## src/hw/rtl/vmc_pkg.sv

```systemverilog
// vmc_pkg: types, constants and helpers for the vending controller
// depends on nothing; used by vmc_if.sv and coin_vending_controller_with_change.sv
`timescale 1ns / 1ps

package vmc_pkg;

  localparam int CREDIT_MAX = 255;

  localparam int CreditW   = 8;
  localparam int PriceW    = 8;
  localparam int CountW    = 8;
  localparam int StockW    = 4;
  localparam int NumCoins  = 5;
  localparam int NumProds  = 3;

  localparam logic [StockW-1:0] StockReset      = 4'd10;
  localparam logic [PriceW-1:0] PricePlainReset = 8'd8;
  localparam logic [PriceW-1:0] PriceMilkReset  = 8'd12;
  localparam logic [PriceW-1:0] PriceChocReset  = 8'd14;

  typedef enum logic [2:0] {
    StCoinOk   = 3'd0,
    StCoinRej  = 3'd1,
    StExact    = 3'd2,
    StChange   = 3'd3,
    StShort    = 3'd4,
    StSoldOut  = 3'd5,
    StBadProd  = 3'd6
  } status_e;

  typedef enum logic {
    KindCoin   = 1'b0,
    KindSelect = 1'b1
  } kind_e;

  typedef enum logic [1:0] {
    CfgPricePlain = 2'd0,
    CfgPriceMilk  = 2'd1,
    CfgPriceChoc  = 2'd2
  } cfg_idx_e;

  typedef enum logic [3:0] {
    Coin5   = 4'd1,
    Coin10  = 4'd2,
    Coin25  = 4'd3,
    Coin50  = 4'd4,
    Coin100 = 4'd5
  } coin_e;

  typedef enum logic [1:0] {
    ProdNone  = 2'd0,
    ProdPlain = 2'd1,
    ProdMilk  = 2'd2,
    ProdChoc  = 2'd3
  } prod_e;

  // coin value in 5-cent units, zero for an unknown code
  function automatic logic [4:0] coin_units(input logic [3:0] code);
    logic [4:0] val;
    case (code)
      Coin5:   val = 5'd1;
      Coin10:  val = 5'd2;
      Coin25:  val = 5'd5;
      Coin50:  val = 5'd10;
      Coin100: val = 5'd20;
      default: val = 5'd0;
    endcase
    return val;
  endfunction

endpackage

```

## src/hw/rtl/vmc_if.sv

```systemverilog
// vmc_in_if and vmc_out_if: valid/ready channels of the vending controller
// depends on vmc_pkg
`timescale 1ns / 1ps

interface vmc_in_if;
  logic       valid;
  logic       ready;
  logic       kind;
  logic [3:0] coin_code;
  logic [1:0] product;

  modport source (output valid, kind, coin_code, product, input ready);
  modport sink   (input valid, kind, coin_code, product, output ready);
endinterface

interface vmc_out_if;
  logic                              valid;
  logic                              ready;
  vmc_pkg::status_e                  status;
  logic [vmc_pkg::CreditW-1:0]       credit;
  logic [1:0]                        served_product;
  logic [vmc_pkg::CountW-1:0]        out_100;
  logic [vmc_pkg::CountW-1:0]        out_50;
  logic [vmc_pkg::CountW-1:0]        out_25;
  logic [vmc_pkg::CountW-1:0]        out_10;
  logic [vmc_pkg::CountW-1:0]        out_5;

  modport source (output valid, status, credit, served_product,
                  output out_100, out_50, out_25, out_10, out_5, input ready);
  modport sink   (input valid, status, credit, served_product,
                  input out_100, out_50, out_25, out_10, out_5, output ready);
endinterface

```

## src/hw/rtl/coin_vending_controller_with_change.sv

```systemverilog
// coin_vending_controller_with_change: coin credit, product sale and change
// depends on vmc_pkg and vmc_if
`timescale 1ns / 1ps

// Vending controller. Each input transfer is a coin or a product selection and
// gives exactly one result transfer. An item is captured in an input register,
// evaluated combinationally against the credit, coin counts and stock, and
// written to the result register while the state updates; a new item can be
// taken every cycle while the result register is empty or taken, so throughput
// is then one item per clock. The result register stalls the input side only
// when it is full and not taken. Prices are written through cfg_we_i/cfg_idx_i/
// cfg_data_i; the user must write prices only while the block is idle, the block
// itself does not enforce this; index 3 is ignored. Change is split greedily into
// 100, 50, 25, 10 and 5 cent coins with a constant-multiply divide by 20.
module coin_vending_controller_with_change (
  input  logic                         clk_i,
  input  logic                         rst_ni,
  vmc_in_if.sink                       in_i,
  vmc_out_if.source                    out_o,
  input  logic                         cfg_we_i,
  input  logic [1:0]                   cfg_idx_i,
  input  logic [vmc_pkg::PriceW-1:0]   cfg_data_i
);

  // input register
  logic       in_vld_q;
  logic       kind_q;
  logic [3:0] code_q;
  logic [1:0] prod_q;

  // block state
  logic [vmc_pkg::CreditW-1:0] credit_q, credit_d;
  logic [vmc_pkg::CountW-1:0]  count_q [vmc_pkg::NumCoins];
  logic [vmc_pkg::CountW-1:0]  count_d [vmc_pkg::NumCoins];
  logic [vmc_pkg::StockW-1:0]  stock_q [vmc_pkg::NumProds];
  logic [vmc_pkg::StockW-1:0]  stock_d [vmc_pkg::NumProds];
  logic [vmc_pkg::PriceW-1:0]  price_q [vmc_pkg::NumProds];

  // result register
  logic                        out_vld_q;
  vmc_pkg::status_e            status_q, status_d;
  logic [vmc_pkg::CreditW-1:0] res_credit_q;
  logic [1:0]                  served_q, served_d;
  logic [vmc_pkg::CountW-1:0]  ret_q [vmc_pkg::NumCoins];
  logic [vmc_pkg::CountW-1:0]  ret_d [vmc_pkg::NumCoins];

  logic advance;

  // combinational terms
  logic [4:0]                  coin_val;
  logic [8:0]                  sum;
  logic                        coin_over;
  logic [vmc_pkg::PriceW-1:0]  price_sel;
  logic [vmc_pkg::StockW-1:0]  stock_sel;
  logic [vmc_pkg::CreditW-1:0] rem;
  logic [9:0]                  mul13;
  logic [3:0]                  q100;
  logic [7:0]                  sub100;
  logic [4:0]                  r20;
  logic                        q50;
  logic [3:0]                  r10;
  logic                        q25;
  logic [2:0]                  r5;

  assign advance    = in_vld_q && (!out_vld_q || out_o.ready);
  assign in_i.ready = !in_vld_q || advance;

  always_ff @(posedge clk_i or negedge rst_ni) begin
    if (!rst_ni) begin
      in_vld_q <= 1'b0;
    end else if (in_i.ready) begin
      in_vld_q <= in_i.valid;
    end
  end

  always_ff @(posedge clk_i) begin
    if (in_i.valid && in_i.ready) begin
      kind_q <= in_i.kind;
      code_q <= in_i.coin_code;
      prod_q <= in_i.product;
    end
  end

  // price and stock of the selected product
  always_comb begin
    case (prod_q)
      vmc_pkg::ProdPlain: begin
        price_sel = price_q[0];
        stock_sel = stock_q[0];
      end
      vmc_pkg::ProdMilk: begin
        price_sel = price_q[1];
        stock_sel = stock_q[1];
      end
      vmc_pkg::ProdChoc: begin
        price_sel = price_q[2];
        stock_sel = stock_q[2];
      end
      default: begin
        price_sel = '0;
        stock_sel = '0;
      end
    endcase
  end

  assign coin_val  = vmc_pkg::coin_units(code_q);
  assign sum       = {1'b0, credit_q} + {4'b0, coin_val};
  assign coin_over = (int'(sum) > vmc_pkg::CREDIT_MAX) || sum[8];

  // greedy change split, rem / 20 as (rem >> 2) * 13 >> 6
  assign rem    = credit_q - price_sel;
  assign mul13  = {4'b0, rem[7:2]} * 10'd13;
  assign q100   = mul13[9:6];
  assign sub100 = {4'b0, q100} * 8'd20;
  assign r20    = 5'(rem - sub100);
  assign q50    = (r20 >= 5'd10);
  assign r10    = q50 ? 4'(r20 - 5'd10) : r20[3:0];
  assign q25    = (r10 >= 4'd5);
  assign r5     = q25 ? 3'(r10 - 4'd5) : r10[2:0];

  always_comb begin
    status_d = vmc_pkg::StCoinRej;
    credit_d = credit_q;
    served_d = vmc_pkg::ProdNone;
    for (int i = 0; i < vmc_pkg::NumCoins; i++) begin
      count_d[i] = count_q[i];
      ret_d[i]   = '0;
    end
    for (int i = 0; i < vmc_pkg::NumProds; i++) begin
      stock_d[i] = stock_q[i];
    end

    if (kind_q == vmc_pkg::KindCoin) begin
      if (coin_val != 5'd0 && !coin_over) begin
        status_d = vmc_pkg::StCoinOk;
        credit_d = sum[7:0];
        for (int i = 0; i < vmc_pkg::NumCoins; i++) begin
          if (code_q == 4'(i + 1) && count_q[i] != '1) begin
            count_d[i] = count_q[i] + 1'b1;
          end
        end
      end
    end else if (prod_q == vmc_pkg::ProdNone || stock_sel == '0) begin
      // refund of the coins inserted in this session
      status_d = (prod_q == vmc_pkg::ProdNone) ? vmc_pkg::StBadProd : vmc_pkg::StSoldOut;
      credit_d = '0;
      for (int i = 0; i < vmc_pkg::NumCoins; i++) begin
        ret_d[i]   = count_q[vmc_pkg::NumCoins - 1 - i];
        count_d[i] = '0;
      end
    end else if (credit_q < price_sel) begin
      status_d = vmc_pkg::StShort;
    end else begin
      status_d = (rem == '0) ? vmc_pkg::StExact : vmc_pkg::StChange;
      served_d = prod_q;
      credit_d = '0;
      ret_d[0] = {4'b0, q100};
      ret_d[1] = {7'b0, q50};
      ret_d[2] = {7'b0, q25};
      ret_d[3] = {6'b0, r5[2:1]};
      ret_d[4] = {7'b0, r5[0]};
      for (int i = 0; i < vmc_pkg::NumCoins; i++) begin
        count_d[i] = '0;
      end
      for (int i = 0; i < vmc_pkg::NumProds; i++) begin
        if (prod_q == 2'(i + 1)) begin
          stock_d[i] = stock_q[i] - 1'b1;
        end
      end
    end
  end

  always_ff @(posedge clk_i or negedge rst_ni) begin
    if (!rst_ni) begin
      credit_q <= '0;
      for (int i = 0; i < vmc_pkg::NumCoins; i++) begin
        count_q[i] <= '0;
      end
      for (int i = 0; i < vmc_pkg::NumProds; i++) begin
        stock_q[i] <= vmc_pkg::StockReset;
      end
    end else if (advance) begin
      credit_q <= credit_d;
      count_q  <= count_d;
      stock_q  <= stock_d;
    end
  end

  // price registers
  always_ff @(posedge clk_i or negedge rst_ni) begin
    if (!rst_ni) begin
      price_q[0] <= vmc_pkg::PricePlainReset;
      price_q[1] <= vmc_pkg::PriceMilkReset;
      price_q[2] <= vmc_pkg::PriceChocReset;
    end else if (cfg_we_i) begin
      case (cfg_idx_i)
        vmc_pkg::CfgPricePlain: price_q[0] <= cfg_data_i;
        vmc_pkg::CfgPriceMilk:  price_q[1] <= cfg_data_i;
        vmc_pkg::CfgPriceChoc:  price_q[2] <= cfg_data_i;
        default: ;
      endcase
    end
  end

  always_ff @(posedge clk_i or negedge rst_ni) begin
    if (!rst_ni) begin
      out_vld_q <= 1'b0;
    end else if (advance) begin
      out_vld_q <= 1'b1;
    end else if (out_o.ready) begin
      out_vld_q <= 1'b0;
    end
  end

  always_ff @(posedge clk_i) begin
    if (advance) begin
      status_q     <= status_d;
      res_credit_q <= credit_d;
      served_q     <= served_d;
      ret_q        <= ret_d;
    end
  end

  assign out_o.valid          = out_vld_q;
  assign out_o.status         = status_q;
  assign out_o.credit         = res_credit_q;
  assign out_o.served_product = served_q;
  assign out_o.out_100        = ret_q[0];
  assign out_o.out_50         = ret_q[1];
  assign out_o.out_25         = ret_q[2];
  assign out_o.out_10         = ret_q[3];
  assign out_o.out_5          = ret_q[4];

`ifndef SYNTHESIS
  a_credit_max: assert property (@(posedge clk_i) disable iff (!rst_ni)
    int'(credit_q) <= vmc_pkg::CREDIT_MAX)
    else $error("credit above maximum");

  a_served_status: assert property (@(posedge clk_i) disable iff (!rst_ni)
    out_vld_q && served_q != vmc_pkg::ProdNone |->
      status_q == vmc_pkg::StExact || status_q == vmc_pkg::StChange)
    else $error("product served without a sale status");

  a_session_cleared: assert property (@(posedge clk_i) disable iff (!rst_ni)
    out_vld_q && (status_q == vmc_pkg::StExact || status_q == vmc_pkg::StChange ||
                  status_q == vmc_pkg::StSoldOut || status_q == vmc_pkg::StBadProd) |->
      res_credit_q == '0)
    else $error("credit not cleared after sale or refund");

  a_stock_bound: assert property (@(posedge clk_i) disable iff (!rst_ni)
    stock_q[0] <= vmc_pkg::StockReset && stock_q[1] <= vmc_pkg::StockReset &&
    stock_q[2] <= vmc_pkg::StockReset)
    else $error("stock above initial fill");

  a_state_hold: assert property (@(posedge clk_i) disable iff (!rst_ni)
    !advance |=> $stable(credit_q) && $stable(stock_q[0]) && $stable(stock_q[1]) &&
      $stable(stock_q[2]))
    else $error("state changed without an item");
`endif

endmodule
```

## src/flat_wrapper.sv

```systemverilog
// flat-port wrapper written by rule: the top's interface ports become plain ports
module coin_vending_controller_with_change_flat 
  (clk_i, rst_ni, cfg_we_i, cfg_idx_i, cfg_data_i, in_i_valid, in_i_kind, in_i_coin_code, in_i_product, in_i_ready, out_o_valid, out_o_status, out_o_credit, out_o_served_product, out_o_out_100, out_o_out_50, out_o_out_25, out_o_out_10, out_o_out_5, out_o_ready);
  vmc_in_if in_i_i ();
  vmc_out_if out_o_i ();
  input  logic clk_i;
  input  logic rst_ni;
  input  logic cfg_we_i;
  input  logic [1:0] cfg_idx_i;
  input  logic [vmc_pkg::PriceW-1:0] cfg_data_i;
  input wire logic [$bits(in_i_i.valid)-1:0] in_i_valid;
  input wire logic [$bits(in_i_i.kind)-1:0] in_i_kind;
  input wire logic [$bits(in_i_i.coin_code)-1:0] in_i_coin_code;
  input wire logic [$bits(in_i_i.product)-1:0] in_i_product;
  output wire logic [$bits(in_i_i.ready)-1:0] in_i_ready;
  output wire logic [$bits(out_o_i.valid)-1:0] out_o_valid;
  output wire logic [$bits(out_o_i.status)-1:0] out_o_status;
  output wire logic [$bits(out_o_i.credit)-1:0] out_o_credit;
  output wire logic [$bits(out_o_i.served_product)-1:0] out_o_served_product;
  output wire logic [$bits(out_o_i.out_100)-1:0] out_o_out_100;
  output wire logic [$bits(out_o_i.out_50)-1:0] out_o_out_50;
  output wire logic [$bits(out_o_i.out_25)-1:0] out_o_out_25;
  output wire logic [$bits(out_o_i.out_10)-1:0] out_o_out_10;
  output wire logic [$bits(out_o_i.out_5)-1:0] out_o_out_5;
  input wire logic [$bits(out_o_i.ready)-1:0] out_o_ready;
  assign in_i_i.valid = in_i_valid;
  assign in_i_i.kind = in_i_kind;
  assign in_i_i.coin_code = in_i_coin_code;
  assign in_i_i.product = in_i_product;
  assign in_i_ready = in_i_i.ready;
  assign out_o_valid = out_o_i.valid;
  assign out_o_status = out_o_i.status;
  assign out_o_credit = out_o_i.credit;
  assign out_o_served_product = out_o_i.served_product;
  assign out_o_out_100 = out_o_i.out_100;
  assign out_o_out_50 = out_o_i.out_50;
  assign out_o_out_25 = out_o_i.out_25;
  assign out_o_out_10 = out_o_i.out_10;
  assign out_o_out_5 = out_o_i.out_5;
  assign out_o_i.ready = out_o_ready;
  coin_vending_controller_with_change u_core (.clk_i(clk_i), .rst_ni(rst_ni), .in_i(in_i_i), .out_o(out_o_i), .cfg_we_i(cfg_we_i), .cfg_idx_i(cfg_idx_i), .cfg_data_i(cfg_data_i));
endmodule
```

## config.mk

```make
export PLATFORM = sky130hd
export DESIGN_NAME = coin_vending_controller_with_change_flat
export DESIGN_NICKNAME = d
export VERILOG_FILES = /design/src/hw/rtl/vmc_pkg.sv /design/src/hw/rtl/vmc_if.sv /design/src/hw/rtl/coin_vending_controller_with_change.sv /design/src/flat_wrapper.sv
export SDC_FILE = /design/constraint.sdc
export NUM_CORES = 1
export LEC_CHECK = 0
export ABC_AREA = 1
export BUFFER_PORTS_ARGS = -buffer_cell sky130_fd_sc_hd__buf_4
export CORE_MARGIN = 2
export CORE_UTILIZATION = 60
export CTS_CLUSTER_SIZE = 8
export DETAILED_ROUTE_END_ITERATION = 10
export PLACE_DENSITY = 0.81
export SLEW_MARGIN = 0
export SYNTH_ARGS = -nofsm -noshare
export SYNTH_HDL_FRONTEND = slang
export SYNTH_SLANG_ARGS = --single-unit
```

## constraint.sdc

```tcl
create_clock -name clk_i -period 7.4 [get_ports clk_i]
set_input_delay 0.37 -clock clk_i [delete_from_list [all_inputs] [get_ports clk_i]]
set_output_delay 0.37 -clock clk_i [all_outputs]
set_load 0.05 [all_outputs]
```

Word level (Yosys, flattened, before mapping)
Index checks and enable logic that the tools add are counted.

operators by class
  add/subtract/negate cells = 13
  multipliers = 2
  $lt $le $gt $ge = 4
  equal/unequal tests = 16
  muxes and demuxes = 28
  bitwise gates (word level) = 3
  reduce and logical (&&, ||, !) cells = 39

operators by type and width
  cell                                                            count
  two-way mux 40 bit                                              5
  two-way mux 8 bit                                               9
  adder 8 x 1 -> 8 bit (second input constant)                    5
  inequality test 8 bit (second input constant)                   5
  two-way mux 36 bit                                              1
  case mux 5 bit (5 select lines)                                 1
  case mux 8 bit (3 select lines)                                 1
  AND reduction 4 bit                                             5
  AND reduction 5 bit                                             3
  nonzero test 2 bit                                              7
  two-way mux 3 bit                                               4
  case mux 4 bit (3 select lines)                                 1
  subtractor 4 x 1 -> 4 bit (second input constant)               3
  multiplier 6 x 4 -> 10 bit (second input constant)              1
  adder 8 x 5 -> 9 bit                                            1
  greater-than comparator 9 x 8 -> 1 bit (second input constant)  1
  == test 4 x 2 -> 1 bit (second input constant)                  2
  == test 4 x 3 -> 1 bit (second input constant)                  2
  logical AND 1 bit                                               8
  zero test 8 bit                                                 1
  < comparator 8 bit                                              1
  subtractor 8 bit                                                1
  == test 2 bit (second input constant)                           3
  AND reduction 2 bit                                             3
  19 further kinds                                                31

word-level totals
  flip-flop bits (word level) = 146
  bits of input ports = 22
  output and inout bits = 55
  logic and storage cells = 130

Depth between registers and ports, before layout
Gate-level depths: netlist (run 1).

  depth after elaboration = 12
  mapped depth = 42
  gate-level depth less buffers = 41

Worst setup path before layout (run 1)
Ideal clock, no wire load.

  kind = reg-to-reg
  start point = reg u_core.prod_q[0]
  end point = reg u_core.ret_q (netlist bit u_core.out_o.out_5[0]) (data pin)
  library setup time = 0.253 ns
  arrival = 5.578 ns
  data required time = 7.147 ns
  setup slack = 1.568 ns
  stages on the path, launching flop included = 32
  buffers on the path = 0
  period minus slack after synthesis = 5.832 ns
  path through = edfxtp_1 > nor2_1 > a22o_1 > a21oi_1 > ha_1 > nand3_1 > nand2_1 > a21oi_1 > o21ai_0 > a21oi_1 > o21ai_0 > xor2_1 > fa_1 > inv_1 > ha_1 > a21oi_1 > nand2_2 > nand2_1 > nand2_1 > xor2_1 > fa_1 > inv_1 > o21ai_0 > nand3_1 > nand2_1 > nand2_1 > ha_1 > or2_2 > nand3_2 > nand3_1 > nand3_1 > nand2_1

on the way
  word-level cells in the longest chain between the ends = 12
  elaborated cells between the ends (all ways) = 21
  classes of those cells = 4 x add/sub; 2 x mul; 3 x order compare; 3 x eq/ne; 6 x mux; 3 x reduce/logical

RTL lines
  item                                                              line                                                                                    RTL
  from (decl)                                                       coin_vending_controller_with_change.sv:29                                               logic [1:0] prod_q;
  from (signal assigned)                                            coin_vending_controller_with_change.sv:80                                               prod_q <= in_i.product;
  == test 2 bit or == test 2 x 1 -> 1 bit (tied branches)           coin_vending_controller_with_change.sv:86                                               case (prod_q)
  case mux 8 bit (3 select lines)                                   coin_vending_controller_with_change.sv:86
  subtractor 8 bit                                                  coin_vending_controller_with_change.sv:111                                              assign rem = credit_q - price_sel;
  multiplier 6 x 4 -> 10 bit                                        coin_vending_controller_with_change.sv:112                                              assign mul13 = {4'b0, rem[7:2]} * 10'd13;
  multiplier 4 x 3 -> 3 bit                                         coin_vending_controller_with_change.sv:114                                              assign sub100 = {4'b0, q100} * 8'd20;
  subtractor 5 bit                                                  coin_vending_controller_with_change.sv:115                                              assign r20 = 5'(rem - sub100);
  subtractor 4 bit or >= comparator 5 x 4 -> 1 bit (tied branches)  coin_vending_controller_with_change.sv:117, coin_vending_controller_with_change.sv:116
  two-way mux 4 bit                                                 coin_vending_controller_with_change.sv:117                                              assign r10 = q50 ? 4'(r20 - 5'd10) : r20[3:0];
  >= comparator 4 x 3 -> 1 bit or subtractor 3 bit (tied branches)  coin_vending_controller_with_change.sv:118, coin_vending_controller_with_change.sv:119
  two-way mux 3 bit                                                 coin_vending_controller_with_change.sv:119                                              assign r5 = q25 ? 3'(r10 - 4'd5) : r10[2:0];
  two-way mux 36 bit                                                coin_vending_controller_with_change.sv:151                                              end else if (credit_q < price_sel) begin
  two-way mux 40 bit *                                              coin_vending_controller_with_change.sv:143                                              end else if (prod_q == vmc_pkg::ProdNone || stock_sel == '0) begin
  to (signal assigned)                                              coin_vending_controller_with_change.sv:220                                              ret_q <= ret_d;
  to (decl)                                                         coin_vending_controller_with_change.sv:44                                               logic [vmc_pkg::CountW-1:0] ret_q [vmc_pkg::NumCoins];

Mark *: on every way between the ends. The rest lies on a longest branch, timed or not.
A chain may end at the register's enable or synchronous reset.

Worst setup path after layout (run 1)
Ends and elaborated chain as after synthesis.

==> results of run 1 <==
## routing by layer
| layer | vias to the layer above | part of all wire |
|---|---|---|
| li1 | 3001 | - |
| met1 | 2920 | 0.45 |
| met2 | 188 | 0.49 |
| met3 | 25 | 0.047 |
| met4 | 0 | 0.018 |
| met5 | - | 0 |
## layout make-up
class / count / area (um2)
clock inverter: 11 / 105
timing repair buffer: 83 / 626
inverter: 131 / 494
multi-input combinational: 551 / 3240
sequential: 146 / 3970
fill: 963 / 3560
clock buffer: 21 / 460
tap: 172 / 215
## worst max path at each step
stage	endpoint	from	depth (start not counted)	slack, ns
after floorplan	u_core.out_o.out_5[0]	u_core.prod_q[0]	31	1.57
after global placement	u_core.out_o.out_5[0]	u_core.prod_q[0]	32	1.38
after detailed placement	u_core.out_o.out_5[0]	u_core.prod_q[0]	32	1.12
after CTS	u_core.out_o.out_5[0]	u_core.prod_q[0]	32	0.99
after global routing	u_core.out_o.out_5[0]	u_core.prod_q[0]	33	0.38
final	u_core.out_o.out_5[0]	u_core.prod_q[0]	32	0.97
## placed cells by master (no fill, tap or decap), types with 4 or more instances in the layout
cell,Yosys,final
nand2_1,142,142
inv_1,124,123
buf_4,1,82
dfrtp_1,74,74
o21ai_0,69,69
nand3_1,66,66
nor2_1,60,60
edfxtp_1,60,60
ha_1,39,39
xor2_1,28,28
a21oi_1,23,23
nor3_1,21,21
nand4_1,18,18
clkbuf_16,0,17
o31ai_1,13,13
dfstp_2,12,12
nand2_2,8,8
a22o_1,7,7
o22ai_1,7,7
o21ai_1,6,6
clkinvlp_4,0,6
xnor2_1,5,5
inv_2,4,5
fa_1,5,5
or2_2,4,4
## metrics by stage
step	setup slack [ns]	instance area (um2)	instances
floorplan	1.57	7790	847
global placement	1.38	8530	1082
detailed placement	1.12	8530	1082
CTS	0.993	9110	1115
global route	0.376	9110	1115
finish	0.966	9110	1115
## sequential cells by signal, indices dropped and copies added, names as in the netlist
register,cells
u_core.out_o.valid,1
u_core.count_q,40
u_core.out_o.out_50,8
u_core.code_q,4
u_core.out_o.credit,8
u_core.price_q,24
u_core.out_o.out_5,8
u_core.stock_q,12
u_core.out_o.served_product,2
u_core.out_o.out_25,8
u_core.out_o.out_10,8
u_core.prod_q,2
u_core.in_vld_q,1
u_core.out_o.out_100,8
u_core.credit_q,8
u_core.out_o.status,3
u_core.kind_q,1
## logic make-up (layout without fill, tap and decap cells)
kind of cell	Yosys count	after routing
DFF	146	146
AOI/OAI and AO/OA	138	138
xor gates and xnor gates	33	33
and+or+nand+nor	336	336
buffers and inverters	150	246
adders and majority gates	44	44
## critical path, delay by kind of cell, from the launching register on
family | cells | cell delay (ns)
xor gates and xnor gates | 1 | 0.28
DFF | 1 | 0.42
adders and majority gates | 6 | 1.94
AOI/OAI and AO/OA | 8 | 1.43
and+or+nand+nor | 14 | 1.67
buffers and inverters | 3 | 0.42
## timing repair
action                                 CTS  global route
endpoints found under the hold margin    2             0
setup endpoints to repair                0             0
resized for setup                        0             0
hold buffers                             1             0
==> summary.md, run 1 <==
| Metric | Value |
|---|---|
| Status | `finished, final reports clean` |
| H-tree depth | `4` |
| Mapped Nets | `913` |
| Simple-Gate Fraction of Synth Area | `0.198` |
| CTS clock-pin slew for the worst setup and hold paths | `roughly 0.060 ns` |
| Fin. max-slew vios | `0` |
| Die ar. | `between 10,000 and 15,000 um2` |
| Reg2Reg Depth | `32` |
| Total iterations of the first detailed-routing run | `5` |
| Die height | `118 um` |
| Final weighted congestion in routability-driven placement | `0.887` |
| Worst-Margin Slew | `1.09 ns` |
| Post-synth EDFFs | `60` |
| Critical-path maximum fanout | `12` |
| Endpoint, Worst Hold | `u_core.kind_q` |
| Routing usage on met3 | `0.0533` |
| Post-synth cell types | `49` |
| CTS buffer count | `17` |
| Initial antenna violation count | `0` |
| PortBufs | `76` |
| WL/cell | `14.9 um` |
| Setup violations, final | `0` |
| Fmax | `155 MHz` |
| Clk_skew | `around 0.0066 ns` |
| CTS Root Cell | `clkbuf_16` |
| Sequential-to-total area share from yosys stat | `0.509` |
| Final design utilization | `0.719` |
| Grt peak-use layer | `met2` |
| Post-Syn Area per Cell | `9.20 um2` |
| Slowest Stage Delay on Critical Path | `around 0.51 ns` |
| Top cells by area, synth | `dfrtp_1 24%, edfxtp_1 23%, nand2_1 6.8%` |
| Largest area contributor in the netlist | `dfrtp_1` |
| Hold Startpoint | `in_i_kind` |
| Cell Area, Synth | `7790 um2` |
| Main combinational cell family by area after synthesis | `simple AND/OR/NAND/NOR gates` |
| Starting density of the core | `0.615` |
| Cells after Synth | `847` |
| Met2 Usage GRT | `0.414` |
| Synth top area share | `0.238` |
| Fin crit share | `0.869` |
| Die X | `~120 um` |
| CP Launch Type | `flip-flop` |
| Min Hold Slack | `~0.11 ns` |
| First-pass GRT wire length | `~28,000 um` |
| Multiplexer share of the synthesized area | `0` |
| Compound-gate portion of the synthesized area | `0.104` |
| Minimum clock period after layout | `6.43 ns` |
| Reg2reg setup slack | `just under 1 ns` |
| Hold path depth | `1` |
| Top post-synthesis cells by count | `142 x nand2_1, 124 x inv_1, 74 x dfrtp_1` |
| Type of element capturing the critical path | `flip-flop` |
| Largest net degree at the start of global routing | `85` |
| Initial DRC Count | `approximately 500` |
| CTS tree | `yes` |
| Async SR Flop Fraction | `0.589` |
| CTS Buffer Depth | `2` |
| RSZ-0062 raised after global routing | `false` |
| Vias per cell | `about 5.5` |
| Nets@finish | `approximately 1,000` |
| Rows | `41` |
| HPWL after DPL | `11,400 um` |
| Post-Synth Adder-Cell Area | `0.0754` |
| Antenna diodes | `0` |
| Synth Area in XOR/XNOR | `0.0371` |
| CTS sink cnt | `146` |
| Setup Buffers After CTS | `0` |
| Most numerous cell in the Yosys netlist | `nand2_1` |
| Most used cell, CP | `nand2_1` |
| CORE AREA | `12,700 um2` |
| GRT overflow | `0` |
| Relative slew slack | `0.271` |
| Vias in the first global route | `5,918` |
| GRT Total Usage | `0.251` |
| Via Count | `slightly above 6,000` |
| Met1 usage | `0.330` |
| Setup_tns | `0 ns` |
| Reg-to-reg critical path endpoint | `u_core.out_o.out_5[0]` |
| CP arrival | `between 6 and 7 ns` |
| Kind of critical path | `flip-flop to flip-flop` |
| Post-route ant nets | `0` |
| Fraction of layout cells with a size suffix above 1 | `0.169` |
| Remaining DRCs | `0` |
| Max_cap viols | `0` |
| YS warnings | `0` |
| Slowest CP cell | `fa_1` |
| Req. time, crit path | `around 7.6 ns` |
| Number of synthesized register bits | `between 100 and 150` |
| Fin. Hold Viols | `0` |
| R2r startpoint | `u_core.prod_q[0]` |
| Worst min path class | `input pin to flip-flop` |
| Area delta synth->final | `16.8%` |
| Skew-Pair Late Insertion Delay | `roughly 0.43 ns` |
| Drt total wl | `~17,000 um` |
| Most common flop cell mapped by yosys | `dfrtp_1` |
| Top-Level Pins | `just under 80` |
Power of run 1 is left out: the tool's default activity adds up to more than one toggle a clock period on the data nets, which glitch-free logic cannot reach.
==> run 2, diff against run 1 <==
--- a/config.mk
+++ b/config.mk
@@ -7,11 +7,13 @@
 export LEC_CHECK = 0
 export ABC_AREA = 1
 export BUFFER_PORTS_ARGS = -buffer_cell sky130_fd_sc_hd__buf_4
+export CELL_PAD_IN_SITES_DETAIL_PLACEMENT = 1
+export CELL_PAD_IN_SITES_GLOBAL_PLACEMENT = 2
 export CORE_MARGIN = 2
-export CORE_UTILIZATION = 60
+export CORE_UTILIZATION = 37
 export CTS_CLUSTER_SIZE = 8
 export DETAILED_ROUTE_END_ITERATION = 10
-export PLACE_DENSITY = 0.81
+export PLACE_DENSITY_LB_ADDON = 0.2
 export SLEW_MARGIN = 0
 export SYNTH_ARGS = -nofsm -noshare
 export SYNTH_HDL_FRONTEND = slang
==> run 2 against run 1 <==
  * Count of clock-buffer cells in the layout fell by 4
  * Sequential share of layout area fell by 0.66 points
  * Routed wire length rose by 22%
  * Register-to-register slack barely moved
  * Fmax fell by 0.20%
  * Sequential cell count did not move
  * Utilization fell by 27 points
  * Critical endpoint is now u_core.out_o.out_25[0]
  * Largest cell class unchanged
  * Highest routed layer unchanged
==> summary.md, run 2 (synthesized netlist as in run 1, its figures left out) <==
| Metric | Value |
|---|---|
| Placed cell count | `roughly 1,200` |
| Drt total wl | `20,300 um` |
| Kind of critical path | `flip-flop to flip-flop` |
| CTS sink cnt | `approximately 150` |
| Reg2reg setup slack | `0.95 ns` |
| Minimum clock period after layout | `~6.4 ns` |
| Req. time, crit path | `between 7 and 8 ns` |
| Most flops, register | `u_core.count_q` |
| CP arrival | `between 6 and 7 ns` |
| Largest net degree at the start of global routing | `between 60 and 70` |
| Type of element capturing the critical path | `flip-flop` |
| Antenna diodes | `0` |
| Buffers & Inverters on Critical Path | `4` |
| HPWL after DPL | `between 10,000 and 15,000 um` |
| CP Capture Point | `u_core.out_o.out_25[0]` |
| Area occupied by multi-input gates | `about 3200 um2` |
| CTS buffer count | `17` |
| Levels on crit path | `33` |
| Total iterations of the first detailed-routing run | `4` |
| Setup violations, final | `0` |
| Post-route ant nets | `0` |
| Area delta synth->final | `18.6%` |
| Clk_skew | `~0.012 ns` |
| Remaining DRCs | `0` |
| CTS Root Cell | `clkbuf_16` |
| Worst-Margin Slew | `just under 0.9 ns` |
| Resize count post-CTS | `0` |
| Max FFs per register | `40` |
| Nets@finish | `between 900 and 1,000` |
| Die height | `around 150 um` |
| Rows | `53` |
| Commonest non-fill, non-tap cell in the layout | `nand2_1` |
| H-tree depth | `4` |
| Max_cap viols | `0` |
| Relative slew slack | `0.415` |
| Fraction of layout cells with a size suffix above 1 | `0.171` |
| Vias in the first global route | `around 6,600` |
| Seq. cell area | `3970 um2` |
| Initial DRC Count | `approximately 180` |
| Final cell count without fillers | `1,218` |
| Final weighted congestion in routability-driven placement | `around 0.79` |
| Setup Buffers After CTS | `0` |
| Slowest CP cell | `fa_1` |
| Top-Level Pins | `77` |
| Via Count | `approximately 6,100` |
| Hold buffer count at CTS | `1` |
| Status | `finished, final reports clean` |
| WL/cell | `16.7 um` |
| CP Launch Type | `flip-flop` |
| CP top delay family | `adder cells` |
| Fin. max-slew vios | `0` |
| Worst min path class | `input pin to flip-flop` |
| CTS Buffer Depth | `2` |
| Commonest cells after routing, fill and taps aside | `142 x nand2_1, 123 x inv_1, 82 x buf_4, 74 x dfrtp_1, 69 x o21ai_0` |
| Skew-Pair Late Insertion Delay | `about 0.43 ns` |
| Critical-path maximum fanout | `12` |
| GRT Total Usage | `0.192` |
| Die X | `around 150 um` |
| Regs by FF count | `u_core.count_q: 40 flops, u_core.price_q: 24 flops, u_core.stock_q: 12 flops` |
| CTS clock-pin slew for the worst setup and hold paths | `around 0.060 ns` |
| Die ar. | `approximately 22,000 um2` |
| First-pass GRT wire length | `roughly 33,000 um` |
| CORE AREA | `around 21,000 um2` |
| Slowest Stage Delay on Critical Path | `approximately 0.48 ns` |
| DP Worst Slack | `between 0.9 and 1 ns` |
| Fin. Hold Viols | `0` |
| PortBufs | `between 70 and 80` |
| Reg-to-reg critical path endpoint | `u_core.out_o.out_25[0]` |
| Starting density of the core | `0.374` |
| Setup_tns | `0 ns` |
| CTS tree | `yes` |
| Vias per cell | `between 5 and 6` |
| Initial antenna violation count | `0` |
| Filler cell count | `roughly 2,500` |
| R2r startpoint | `u_core.prod_q[0]` |
| GRT overflow | `0` |
| RSZ-0062 raised after global routing | `false` |
| Final worst slack | `between 0.9 and 1 ns` |
| Worst setup path startpoint | `u_core.prod_q[0]` |
| Most used cell, CP | `nand2_1` |
| Reg2Reg Depth | `33` |
| Fin crit share | `0.871` |
| Fmax | `about 160 MHz` |
-- run 2: worst min-delay path by stage --
stage | from | end | cells after the start
after detailed placement | rst_ni | u_core.count_q[4] | 1
after global placement | rst_ni | u_core.count_q[5] | 1
after CTS | in_i_product[0] | u_core.prod_q[0] | 1
after global routing | in_i_product[0] | u_core.prod_q[0] | 1
after floorplan | rst_ni | u_core.count_q[0] | 0
final | in_i_product[0] | u_core.prod_q[0] | 1
-- run 2: per-stage QoR --
step                hold WS, ns  instance area [um2]   util
floorplan                0.0744                 7790      -
global placement          0.294                 8660  0.416
detailed placement        0.303                 8660  0.416
CTS                      0.0978                 9250  0.444
global route             0.0922                 9250  0.444
finish                    0.122                 9250  0.444
-- run 2: per-layer routing --
| layer | track usage | routed length [um] | vias to the layer above |
|---|---|---|---|
| met2 | 0.345 | 10400 | 88 |
| met3 | 0.0321 | 486 | 23 |
| met4 | 0.0690 | 342 | 0 |
| met1 | 0.232 | 9060 | 2995 |
| met5 | 0 | 0 | - |
| li1 | - | - | 3006 |
-- run 2: cell type report --
class,count,area share
clock inverter,15,0.0164
sequential,146,0.429
timing repair buffer,83,0.0676
multi-input combinational,551,0.350
clock buffer,17,0.0460
inverter,131,0.0534
tap,275,0.0372
Power of run 2 is left out for the same reason.
